## src/design/ide_pkg.sv

```systemverilog
// Shared constants, types and helper functions of the infix digit expression evaluator.
`default_nettype none

package ide_pkg;

  localparam int DEFAULT_STACK_DEPTH = 8;

  localparam logic [7:0] SYM_ZERO = 8'h30;
  localparam logic [7:0] SYM_NINE = 8'h39;
  localparam logic [7:0] SYM_ADD  = 8'h2B;
  localparam logic [7:0] SYM_SUB  = 8'h2D;
  localparam logic [7:0] SYM_MUL  = 8'h2A;
  localparam logic [7:0] SYM_DIV  = 8'h2F;

  typedef enum logic [1:0] {
    ST_OK        = 2'd0,
    ST_SYMBOL    = 2'd1,
    ST_DIVZERO   = 2'd2,
    ST_MALFORMED = 2'd3
  } status_t;

  // Which stack entry a read fetches: relative to the fill count, or the base entry.
  typedef enum logic [1:0] {
    RD_TOP  = 2'd0,
    RD_OPER = 2'd1,
    RD_LOW  = 2'd2,
    RD_BASE = 2'd3
  } rd_sel_t;

  typedef struct packed {
    logic    latch_in;
    logic    push;
    logic    rd_en;
    rd_sel_t rd_sel;
    logic    cap_op;
    logic    cap_b;
    logic    cap_a;
    logic    alu_start;
    logic    wr_result;
    logic    clr_count;
    logic    load_out;
    status_t out_status;
  } ide_cmd_t;

  typedef struct packed {
    logic sym_digit;
    logic sym_op;
    logic cnt_ge3;
    logic cnt_full;
    logic cnt_zero;
    logic rank_ge;
    logic alu_done;
    logic div_zero;
    logic out_free;
  } ide_sts_t;

  function automatic logic is_digit(input logic [7:0] sym);
    is_digit = (sym >= SYM_ZERO) && (sym <= SYM_NINE);
  endfunction

  function automatic logic is_operator(input logic [7:0] sym);
    is_operator = (sym == SYM_ADD) || (sym == SYM_SUB) || (sym == SYM_MUL) || (sym == SYM_DIV);
  endfunction

  // Multiply and divide bind tighter than add and subtract.
  function automatic logic rank(input logic [7:0] sym);
    rank = (sym == SYM_MUL) || (sym == SYM_DIV);
  endfunction

endpackage

`default_nettype wire

```

## src/design/infix_digit_expression_evaluator.sv

```systemverilog
// Top level of the infix digit expression evaluator: controller, datapath and checks.
//
// The input channel carries one ASCII character per beat (in_symbol) with in_last
// marking the final character of an expression. Digits 0-9 and the operators
// + - * / must alternate; * and / bind tighter than + and -, equal ranks apply
// left to right, and all values are signed 8-bit with wrap-around.
// The result channel gives one beat per expression, on the character flagged
// last: out_value (zero when out_status is not OK) and out_status (OK, unknown
// symbol, divide by zero or malformed expression; the first error wins).
// Items are processed one at a time, and in_stall is high while one is in work.
// A digit is decoded and pushed before the next character is accepted. An operator
// is checked against the stack and pushed after the reductions it triggers; each
// reduction reads operator and operands, runs the arithmetic and writes the result
// back, and a divide runs one quotient bit a cycle. The last character's result is
// registered after any reductions it triggers, and the next beat can be taken as
// soon as the result is registered.
// Reset clears the stack count, error and alternation state; the stack memory
// itself is not cleared. The result sits in an output register, so a stalled
// receiver holds up the input only once the next result is ready to be loaded.
`default_nettype none

module infix_digit_expression_evaluator
  import ide_pkg::*;
#(
  parameter int STACK_DEPTH = DEFAULT_STACK_DEPTH
) (
  input  wire logic       clk,
  input  wire logic       rst_n,
  input  wire logic       in_valid,
  output logic            in_stall,
  input  wire logic [7:0] in_symbol,
  input  wire logic       in_last,
  output logic            out_valid,
  input  wire logic       out_stall,
  output logic [7:0]      out_value,
  output logic [1:0]      out_status
);

  ide_cmd_t cmd;
  ide_sts_t sts;

  // The controller decides; the datapath holds the stack and does the arithmetic.
  ide_ctrl u_ctrl (
    .clk      (clk),
    .rst_n    (rst_n),
    .in_valid (in_valid),
    .in_last  (in_last),
    .in_stall (in_stall),
    .sts      (sts),
    .cmd      (cmd)
  );

  ide_dp #(
    .STACK_DEPTH (STACK_DEPTH)
  ) u_dp (
    .clk        (clk),
    .rst_n      (rst_n),
    .in_symbol  (in_symbol),
    .cmd        (cmd),
    .sts        (sts),
    .out_valid  (out_valid),
    .out_stall  (out_stall),
    .out_value  (out_value),
    .out_status (out_status)
  );

  // A new result must never overwrite one the receiver has not yet taken.
  a_no_overwrite: assert property (@(posedge clk) disable iff (!rst_n)
    cmd.load_out |-> !(out_valid && out_stall))
    else $error("result loaded over an untaken result beat");

  // An error result always carries a zero value.
  a_err_value_zero: assert property (@(posedge clk) disable iff (!rst_n)
    out_valid |-> (out_status == ST_OK || out_value == 8'd0))
    else $error("error result with nonzero value");

  // In the cycle after a character is accepted, the block is still busy with it.
  a_busy_after_accept: assert property (@(posedge clk) disable iff (!rst_n)
    (in_valid && !in_stall) |=> in_stall)
    else $error("second character accepted back to back");

endmodule

`default_nettype wire

```

## src/design/ide_div.sv

```systemverilog
// Iterative 8-bit unsigned restoring divider, one quotient bit per cycle.
`default_nettype none

module ide_div
  import ide_pkg::*;
(
  input  wire logic       clk,
  input  wire logic       rst_n,
  input  wire logic       start,
  input  wire logic [7:0] dividend,
  input  wire logic [7:0] divisor,
  output logic            done,
  output logic [7:0]      quotient
);

  logic       busy_r, busy_nxt;
  logic       done_r, done_nxt;
  logic [2:0] step_r, step_nxt;
  logic [7:0] rem_r, rem_nxt;
  logic [7:0] quo_r, quo_nxt;
  logic [7:0] dvs_r, dvs_nxt;
  logic [8:0] rem_sh;
  logic       fits;

  assign rem_sh = {rem_r, quo_r[7]};
  assign fits   = rem_sh >= {1'b0, dvs_r};

  always_comb begin
    busy_nxt = busy_r;
    done_nxt = 1'b0;
    step_nxt = step_r;
    rem_nxt  = rem_r;
    quo_nxt  = quo_r;
    dvs_nxt  = dvs_r;
    if (start) begin
      busy_nxt = 1'b1;
      step_nxt = 3'd0;
      rem_nxt  = 8'd0;
      quo_nxt  = dividend;
      dvs_nxt  = divisor;
    end else if (busy_r) begin
      rem_nxt  = fits ? 8'(rem_sh - {1'b0, dvs_r}) : rem_sh[7:0];
      quo_nxt  = {quo_r[6:0], fits};
      step_nxt = step_r + 3'd1;
      if (step_r == 3'd7) begin
        busy_nxt = 1'b0;
        done_nxt = 1'b1;
      end
    end
  end

  always_ff @(posedge clk) begin
    if (!rst_n) begin
      busy_r <= 1'b0;
      done_r <= 1'b0;
    end else begin
      busy_r <= busy_nxt;
      done_r <= done_nxt;
    end
    step_r <= step_nxt;
    rem_r  <= rem_nxt;
    quo_r  <= quo_nxt;
    dvs_r  <= dvs_nxt;
  end

  assign done     = done_r;
  assign quotient = quo_r;

endmodule

`default_nettype wire

```

## src/design/ide_dp.sv

```systemverilog
// Datapath: symbol register, operand stack memory, arithmetic unit and result register.
`default_nettype none

module ide_dp
  import ide_pkg::*;
#(
  parameter int STACK_DEPTH = DEFAULT_STACK_DEPTH
) (
  input  wire logic       clk,
  input  wire logic       rst_n,
  input  wire logic [7:0] in_symbol,
  input  wire ide_cmd_t   cmd,
  output ide_sts_t        sts,
  output logic            out_valid,
  input  wire logic       out_stall,
  output logic [7:0]      out_value,
  output logic [1:0]      out_status
);

  localparam int CNT_W  = $clog2(STACK_DEPTH + 1);
  localparam int ADDR_W = $clog2(STACK_DEPTH);

  logic [7:0]       stack_mem [STACK_DEPTH];
  logic [7:0]       rd_data_r;
  logic [7:0]       sym_r;
  logic [CNT_W-1:0] count_r, count_nxt;
  logic [7:0]       op_r, a_r, b_r;
  logic             out_valid_r;
  logic [7:0]       out_value_r;
  logic [1:0]       out_status_r;

  logic [CNT_W-1:0]  rd_cnt;
  logic [ADDR_W-1:0] rd_addr;
  logic [ADDR_W-1:0] push_addr;
  logic [CNT_W-1:0]  low_cnt;
  logic [ADDR_W-1:0] res_addr;
  logic [7:0]        push_data;
  logic [7:0]        result;
  logic signed [15:0] prod;
  logic [7:0]        mag_a, mag_b, quo, quo_signed;
  logic              op_is_div, div_done;

  // Address of a read, taken relative to the fill count except for the base entry.
  always_comb begin
    unique case (cmd.rd_sel)
      RD_TOP:  rd_cnt = count_r - CNT_W'(1);
      RD_OPER: rd_cnt = count_r - CNT_W'(2);
      RD_LOW:  rd_cnt = count_r - CNT_W'(3);
      RD_BASE: rd_cnt = '0;
      default: rd_cnt = '0;
    endcase
  end

  assign rd_addr   = rd_cnt[ADDR_W-1:0];
  assign push_addr = count_r[ADDR_W-1:0];
  assign low_cnt   = count_r - CNT_W'(3);
  assign res_addr  = low_cnt[ADDR_W-1:0];
  assign push_data = is_digit(sym_r) ? 8'(sym_r - SYM_ZERO) : sym_r;

  // Arithmetic on the captured operands.
  assign op_is_div  = (op_r == SYM_DIV);
  assign prod       = $signed(a_r) * $signed(b_r);
  assign mag_a      = a_r[7] ? 8'(-a_r) : a_r;
  assign mag_b      = b_r[7] ? 8'(-b_r) : b_r;
  assign quo_signed = (a_r[7] ^ b_r[7]) ? 8'(-quo) : quo;

  ide_div u_div (
    .clk      (clk),
    .rst_n    (rst_n),
    .start    (cmd.alu_start && op_is_div),
    .dividend (mag_a),
    .divisor  (mag_b),
    .done     (div_done),
    .quotient (quo)
  );

  always_comb begin
    case (op_r)
      SYM_ADD: result = a_r + b_r;
      SYM_SUB: result = a_r - b_r;
      SYM_MUL: result = prod[7:0];
      default: result = (b_r == 8'd0) ? 8'd0 : quo_signed;
    endcase
  end

  always_comb begin
    count_nxt = count_r;
    if (cmd.clr_count) begin
      count_nxt = '0;
    end else if (cmd.push) begin
      count_nxt = count_r + CNT_W'(1);
    end else if (cmd.wr_result) begin
      count_nxt = count_r - CNT_W'(2);
    end
  end

  always_ff @(posedge clk) begin
    if (cmd.push) begin
      stack_mem[push_addr] <= push_data;
    end else if (cmd.wr_result) begin
      stack_mem[res_addr] <= result;
    end
    if (cmd.rd_en) begin
      rd_data_r <= stack_mem[rd_addr];
    end
  end

  always_ff @(posedge clk) begin
    if (!rst_n) begin
      count_r     <= '0;
      out_valid_r <= 1'b0;
    end else begin
      count_r <= count_nxt;
      if (cmd.load_out) begin
        out_valid_r <= 1'b1;
      end else if (!out_stall) begin
        out_valid_r <= 1'b0;
      end
    end
    if (cmd.latch_in) begin
      sym_r <= in_symbol;
    end
    if (cmd.cap_op) begin
      op_r <= rd_data_r;
    end
    if (cmd.cap_b) begin
      b_r <= rd_data_r;
    end
    if (cmd.cap_a) begin
      a_r <= rd_data_r;
    end
    if (cmd.load_out) begin
      out_value_r  <= (cmd.out_status == ST_OK) ? rd_data_r : 8'd0;
      out_status_r <= cmd.out_status;
    end
  end

  always_comb begin
    sts.sym_digit = is_digit(sym_r);
    sts.sym_op    = is_operator(sym_r);
    sts.cnt_ge3   = count_r >= CNT_W'(3);
    sts.cnt_full  = count_r >= CNT_W'(STACK_DEPTH);
    sts.cnt_zero  = count_r == '0;
    sts.rank_ge   = rank(rd_data_r) || !rank(sym_r);
    sts.alu_done  = op_is_div ? div_done : 1'b1;
    sts.div_zero  = op_is_div && (b_r == 8'd0);
    sts.out_free  = !out_valid_r || !out_stall;
  end

  assign out_valid  = out_valid_r;
  assign out_value  = out_value_r;
  assign out_status = out_status_r;

endmodule

`default_nettype wire

```

## src/design/ide_ctrl.sv

```systemverilog
// Controller: sequences decoding, shift-reduce steps and result delivery.
`default_nettype none

module ide_ctrl
  import ide_pkg::*;
(
  input  wire logic     clk,
  input  wire logic     rst_n,
  input  wire logic     in_valid,
  input  wire logic     in_last,
  output logic          in_stall,
  input  wire ide_sts_t sts,
  output ide_cmd_t      cmd
);

  typedef enum logic [3:0] {
    S_IDLE,
    S_DECODE,
    S_CHECK,
    S_RD_OP,
    S_RD_B,
    S_RD_A,
    S_EXEC,
    S_WAIT,
    S_PUSHOP,
    S_FINISH,
    S_RES,
    S_RD_RES
  } state_t;

  state_t  state_r, state_nxt;
  status_t err_r, err_nxt;
  logic    expect_r, expect_nxt;
  logic    last_r, last_nxt;
  logic    final_r, final_nxt;
  status_t err_end;

  assign err_end = (err_r == ST_OK && (expect_r || sts.cnt_zero)) ? ST_MALFORMED : err_r;

  always_comb begin
    state_nxt      = state_r;
    err_nxt        = err_r;
    expect_nxt     = expect_r;
    last_nxt       = last_r;
    final_nxt      = final_r;
    cmd            = '0;
    cmd.rd_sel     = RD_BASE;
    cmd.out_status = err_r;

    unique case (state_r)
      S_IDLE: begin
        if (in_valid) begin
          cmd.latch_in = 1'b1;
          last_nxt     = in_last;
          final_nxt    = 1'b0;
          state_nxt    = S_DECODE;
        end
      end
      S_DECODE: begin
        state_nxt = last_r ? S_FINISH : S_IDLE;
        if (err_r == ST_OK) begin
          if (sts.sym_digit) begin
            if (!expect_r) begin
              err_nxt = ST_MALFORMED;
            end else begin
              if (sts.cnt_full) begin
                err_nxt = ST_MALFORMED;
              end else begin
                cmd.push = 1'b1;
              end
              expect_nxt = 1'b0;
            end
          end else if (sts.sym_op) begin
            if (expect_r) begin
              err_nxt = ST_MALFORMED;
            end else begin
              state_nxt = S_CHECK;
            end
          end else begin
            err_nxt = ST_SYMBOL;
          end
        end
      end
      S_CHECK: begin
        if (sts.cnt_ge3) begin
          cmd.rd_en  = 1'b1;
          cmd.rd_sel = RD_OPER;
          state_nxt  = S_RD_OP;
        end else begin
          state_nxt = final_r ? S_RES : S_PUSHOP;
        end
      end
      S_RD_OP: begin
        if (final_r || sts.rank_ge) begin
          cmd.cap_op = 1'b1;
          cmd.rd_en  = 1'b1;
          cmd.rd_sel = RD_TOP;
          state_nxt  = S_RD_B;
        end else begin
          state_nxt = S_PUSHOP;
        end
      end
      S_RD_B: begin
        cmd.cap_b  = 1'b1;
        cmd.rd_en  = 1'b1;
        cmd.rd_sel = RD_LOW;
        state_nxt  = S_RD_A;
      end
      S_RD_A: begin
        cmd.cap_a = 1'b1;
        state_nxt = S_EXEC;
      end
      S_EXEC: begin
        cmd.alu_start = 1'b1;
        state_nxt     = S_WAIT;
      end
      S_WAIT: begin
        if (sts.alu_done) begin
          cmd.wr_result = 1'b1;
          if (sts.div_zero) begin
            err_nxt   = ST_DIVZERO;
            state_nxt = last_r ? S_FINISH : S_IDLE;
          end else begin
            state_nxt = S_CHECK;
          end
        end
      end
      S_PUSHOP: begin
        if (sts.cnt_full) begin
          err_nxt = ST_MALFORMED;
        end else begin
          cmd.push   = 1'b1;
          expect_nxt = 1'b1;
        end
        state_nxt = last_r ? S_FINISH : S_IDLE;
      end
      S_FINISH: begin
        err_nxt = err_end;
        if (err_end != ST_OK) begin
          state_nxt = S_RES;
        end else begin
          final_nxt = 1'b1;
          state_nxt = S_CHECK;
        end
      end
      S_RES: begin
        cmd.rd_en  = 1'b1;
        cmd.rd_sel = RD_BASE;
        state_nxt  = S_RD_RES;
      end
      S_RD_RES: begin
        if (sts.out_free) begin
          cmd.load_out  = 1'b1;
          cmd.clr_count = 1'b1;
          err_nxt       = ST_OK;
          expect_nxt    = 1'b1;
          final_nxt     = 1'b0;
          state_nxt     = S_IDLE;
        end
      end
      default: begin
        state_nxt = S_IDLE;
      end
    endcase
  end

  always_ff @(posedge clk) begin
    if (!rst_n) begin
      state_r  <= S_IDLE;
      err_r    <= ST_OK;
      expect_r <= 1'b1;
      last_r   <= 1'b0;
      final_r  <= 1'b0;
    end else begin
      state_r  <= state_nxt;
      err_r    <= err_nxt;
      expect_r <= expect_nxt;
      last_r   <= last_nxt;
      final_r  <= final_nxt;
    end
  end

  assign in_stall = (state_r != S_IDLE);

endmodule

`default_nettype wire

```

## config.mk

```make
export PLATFORM = sky130hd
export DESIGN_NAME = infix_digit_expression_evaluator
export DESIGN_NICKNAME = d
export VERILOG_FILES = /design/src/design/ide_pkg.sv /design/src/design/infix_digit_expression_evaluator.sv /design/src/design/ide_div.sv /design/src/design/ide_dp.sv /design/src/design/ide_ctrl.sv
export SDC_FILE = /design/constraint.sdc
export NUM_CORES = 1
export LEC_CHECK = 0
export BUFFER_PORTS_ARGS = -buffer_cell sky130_fd_sc_hd__buf_2
export CORE_MARGIN = 2
export CORE_UTILIZATION = 55
export CTS_CLUSTER_SIZE = 16
export DETAILED_ROUTE_END_ITERATION = 16
export GPL_ROUTABILITY_DRIVEN = 0
export PLACE_DENSITY = 0.72
export SLEW_MARGIN = 15
export SYNTH_ARGS = -nofsm -noshare
export SYNTH_HDL_FRONTEND = slang
export SYNTH_SLANG_ARGS = --single-unit
```

## constraint.sdc

```tcl
create_clock -name clk -period 4.92 [get_ports clk]
set_clock_uncertainty 0.2 [all_clocks]
set_input_delay 0.738 -clock clk [delete_from_list [all_inputs] [get_ports clk]]
set_output_delay 0.738 -clock clk [all_outputs]
set_load 0.1 [all_outputs]
```

==> flow_metrics.env <==
export IMPL_outcome="completed"
export IMPL_grt_setup_unrepaired="no"
export IMPL_setup_tns_final_ns=0
export IMPL_post_cts_setup_buffer_count=0
export IMPL_synth_top_family_by_area="simple AND/OR/NAND/NOR gates"
export IMPL_regArea_um2=4440
export IMPL_max_clock_path_buffers=2
export IMPL_cellLeakagePower_nw=3.72
export IMPL_post_route_cells_drive_above_1_share=0.113
export IMPL_syn_area_per_cell_um2=11.1
export IMPL_cp_start_kind="flip-flop"
export IMPL_power_clock_fraction=0.446
export IMPL_asyncSetResetFlopFracSynth=0
export IMPL_ant_nets=0
export IMPL_swShare=0.254
export IMPL_ys_seq_area_frac=0.491
export IMPL_intPower_mw=2.29
export IMPL_grt_overflow_total=0
export IMPL_clk_pin_slew_worst_setup_hold_paths_ns=0.07
export IMPL_synth_ff_latch_count=157
export IMPL_synth_edf_count=130
export IMPL_critPathSlowestCell="sky130_fd_sc_hd__fa_1"
export IMPL_drc=0
export IMPL_post_cts_resized_instances=0
export IMPL_pin_count=25
export IMPL_cts_inserted_buffers=17
export IMPL_final_period_utilization=0.910
export IMPL_synth_yosys_warnings=0
export IMPL_crit_fanout=10
export IMPL_maxCapViolations=0
export IMPL_pre_cts_slack_ns=0.312
export IMPL_worstSkewPairLatency_ns=0.44
export IMPL_die_width_um=132
export IMPL_timing_fmax_mhz=223
export IMPL_grt_start_max_net_pins=33
export IMPL_finalMaxSlewViolations=0
export IMPL_route_detailed_vias_per_inst=5.90
export IMPL_synth_distinct_cells=73
export IMPL_total_switching_power_mw=0.779
export IMPL_grt_pass1_wl_um=32800
export IMPL_synth_top_cells_by_area="sky130_fd_sc_hd__edfxtp_1 (43%), sky130_fd_sc_hd__ha_1 (6.4%), sky130_fd_sc_hd__mux2i_1 (6.3%)"
export IMPL_chipHeight_um=132
export IMPL_setup_viol=0
export IMPL_setup_ws_ns=0.441
export IMPL_fp_dieArea_um2=17500
export IMPL_synth_cells=819
export IMPL_design_final_nets=920
export IMPL_gr_usage_all_layers=0.243
export IMPL_mostFrequentLayoutCells="sky130_fd_sc_hd__edfxtp_1 (130), sky130_fd_sc_hd__nor2_1 (75), sky130_fd_sc_hd__mux2i_1 (57), sky130_fd_sc_hd__nand2_1 (56), sky130_fd_sc_hd__inv_1 (54)"
export IMPL_synthXorXnorAreaFrac=0.0541
export IMPL_slew_headroom=0.246
export IMPL_wl_um=20500
export IMPL_num_antenna_cells=0
export IMPL_hold_slack_ns=0.272
export IMPL_worst_path_largest_cell_delay_ns=0.54
export IMPL_yosysTopAreaCell="sky130_fd_sc_hd__edfxtp_1"
export IMPL_synthSimpleGateAreaFrac=0.138
export IMPL_first_global_vias=6251
export IMPL_layoutNonFillerInstCount=1076
export IMPL_yosysTopAreaCellShare=0.431
export IMPL_area_of_the_multi_input_gates_um2=4270
export IMPL_peakVddDrop_uv=243
export IMPL_tritoncts_num_sinks=157
export IMPL_cp_data_arrival_time_ns=4.50
export IMPL_fillCellCount=1284
export IMPL_antenna_violations_before_repair=0
export IMPL_layout_cells_most_common="sky130_fd_sc_hd__edfxtp_1"
export IMPL_synth_compound_area_share=0.103
export IMPL_drt_pass1_iterations=5
export IMPL_post_detailed_route_wirelength_per_cell_um=19.0
export IMPL_timing_final_hold_violations=0
export IMPL_share_seq_of_total_power=0.485
export IMPL_dp_cells=1044
export IMPL_routed_via_count=6352
export IMPL_holdBufCountCts=0
export IMPL_placement_rows=46
export IMPL_synth_net_count=892
export IMPL_max_slew_worst_pin_slew_ns=1.13
export IMPL_detailedPlacementHpwl_um=14900
export IMPL_floorplan_core_area_um2=16000
export IMPL_cts_htree_levels=4
export IMPL_count_of_input_and_output_buffers=24
export IMPL_p_comb_frac=0.068
export IMPL_hold_path_class="input pin to flip-flop"
export IMPL_worst_endpoint_required_ns=4.94
export IMPL_ys_dominant_reg_cell="sky130_fd_sc_hd__edfxtp_1"
export IMPL_synth_mux_area_fraction=0.0807
export IMPL_powerDensity_nw_per_um2=305
export IMPL_first_iter_violations=507
export IMPL_min_period_ns=4.48
export IMPL_critPathCaptureType="flip-flop"
export IMPL_clock_tree_from_tritoncts="done"
export IMPL_syn2layout_area_growth_pct=11.1
export IMPL_synth_fa_ha_area_frac=0.0945
export IMPL_cp_cell_sequence="nand2_1, fa_1, fa_1, inv_1, ha_1, inv_1, fa_1, inv_1, ha_1, a21o_1, a21oi_1, xnor2_1, xnor2_1, a22oi_1, a31oi_2"
export IMPL_start_util=0.566
export IMPL_critical_path_class="flip-flop to flip-flop"
export IMPL_synth_area_um2=9060
export IMPL_cts_root_buffer_cell="sky130_fd_sc_hd__clkbuf_16"
[per-layer routing]
layer	share of wire	vias up	global-route usage
met4	0.030	0	0.100
met1	0.42	3081	0.302
li1	-	3013	-
met2	0.50	216	0.411
met5	0	-	0
met3	0.055	42	0.0542
[logic make-up after synthesis]
group                    count (synthesis)
AND/OR/NAND/NOR                        249
flip-flops                             157
AO/OA/AOI/OAI                          141
buffers and inverters                   86
multiplexers                            70
adder cells (fa/ha/maj)                 60
XOR/XNOR                                56
[power groups by stage]
stage                     Sequential, mW  Combinational (mW)  Clock, mW
after floorplan                     1.51               0.162          0
after global routing                1.49               0.236       1.45
after detailed placement            1.52               0.207          0
after global placement              1.52               0.198          0
after CTS                           1.49               0.209       1.39
final                               1.49               0.210       1.37
[critical path: cells and delay by family, from the launching register on]
kind                       cells  cell delay (ns)
AOI/OAI and AO/OA              4             0.82
xor gates and xnor gates       2             0.31
adders and majority gates      5             2.11
buffers and inverters          3             0.16
DFF                            1             0.52
and+or+nand+nor                1             0.15
[final cells by class]
cell class                      count  area share
Inverter                           55      0.0205
Sequential cell                   157       0.441
Clock inverter                     15      0.0211
Tap cell                          216      0.0268
Clock buffer                       17      0.0422
Multi-Input combinational cell    576       0.424
Timing Repair Buffer               40      0.0239
[flip-flops by register name, summed over array words and instances, names as in the netlist, 8 cells and up]
name	cells
u_dp.b_r	8
u_dp.op_r	8
u_dp.rd_data_r	8
u_dp.u_div.rem_r	8
u_dp.a_r	8
u_dp.u_div.dvs_r	8
u_dp.out_value	8
u_dp.sym_r	8
u_dp.u_div.quotient	8
u_dp.stack_mem	64
[per-stage QoR]
step / power [mW] / utilization / instance area [um2]
after floorplan: 1.67 / - / 9060
after global placement: 1.71 / 0.589 / 9420
after detailed placement: 1.73 / 0.589 / 9420
after CTS: 3.08 / 0.629 / 10100
after global routing: 3.18 / 0.629 / 10100
final: 3.07 / 0.629 / 10100
[synth_stat cells (3+ instances only)]
master	number
sky130_fd_sc_hd__xor2_1	15
sky130_fd_sc_hd__a211oi_1	3
sky130_fd_sc_hd__nand3b_1	4
sky130_fd_sc_hd__o21ai_0	34
sky130_fd_sc_hd__nand2b_1	18
sky130_fd_sc_hd__dfxtp_1	27
sky130_fd_sc_hd__and4bb_2	3
sky130_fd_sc_hd__o31ai_1	3
sky130_fd_sc_hd__a31oi_1	9
sky130_fd_sc_hd__a21o_1	4
sky130_fd_sc_hd__nand2_1	56
sky130_fd_sc_hd__o21a_1	4
sky130_fd_sc_hd__o221ai_1	3
sky130_fd_sc_hd__and3_1	4
sky130_fd_sc_hd__and2_1	27
sky130_fd_sc_hd__inv_1	54
sky130_fd_sc_hd__a21oi_1	39
sky130_fd_sc_hd__a222oi_1	3
sky130_fd_sc_hd__buf_4	3
sky130_fd_sc_hd__ha_1	46
sky130_fd_sc_hd__or3_1	3
sky130_fd_sc_hd__clkbuf_1	20
sky130_fd_sc_hd__o22ai_1	3
sky130_fd_sc_hd__fa_1	14
sky130_fd_sc_hd__mux2_2	11
sky130_fd_sc_hd__a22oi_1	6
sky130_fd_sc_hd__edfxtp_1	130
sky130_fd_sc_hd__nor3_1	17
sky130_fd_sc_hd__nor4_1	5
sky130_fd_sc_hd__nand3_1	14
sky130_fd_sc_hd__xnor2_1	41
sky130_fd_sc_hd__nor2_1	75
sky130_fd_sc_hd__nor2b_1	7
sky130_fd_sc_hd__mux2i_1	57
sky130_fd_sc_hd__a221oi_1	3
sky130_fd_sc_hd__buf_2	5
sky130_fd_sc_hd__nor4b_1	3
[path summary, 6_finish.rpt]
kind,depth (start not counted),to,from,slack [ns]
setup reg to reg,15,u_dp.stack_mem[5][7],u_dp.a_r[0],0.44
hold reg to reg,2,u_dp.u_div.rem_r[6],u_dp.u_div.rem_r[5],0.30
setup / recovery,15,u_dp.stack_mem[5][7],u_dp.a_r[0],0.44
hold / removal,1,u_dp.sym_r[5],in_symbol[5],0.27
Power figures use the tool's default switching activity.
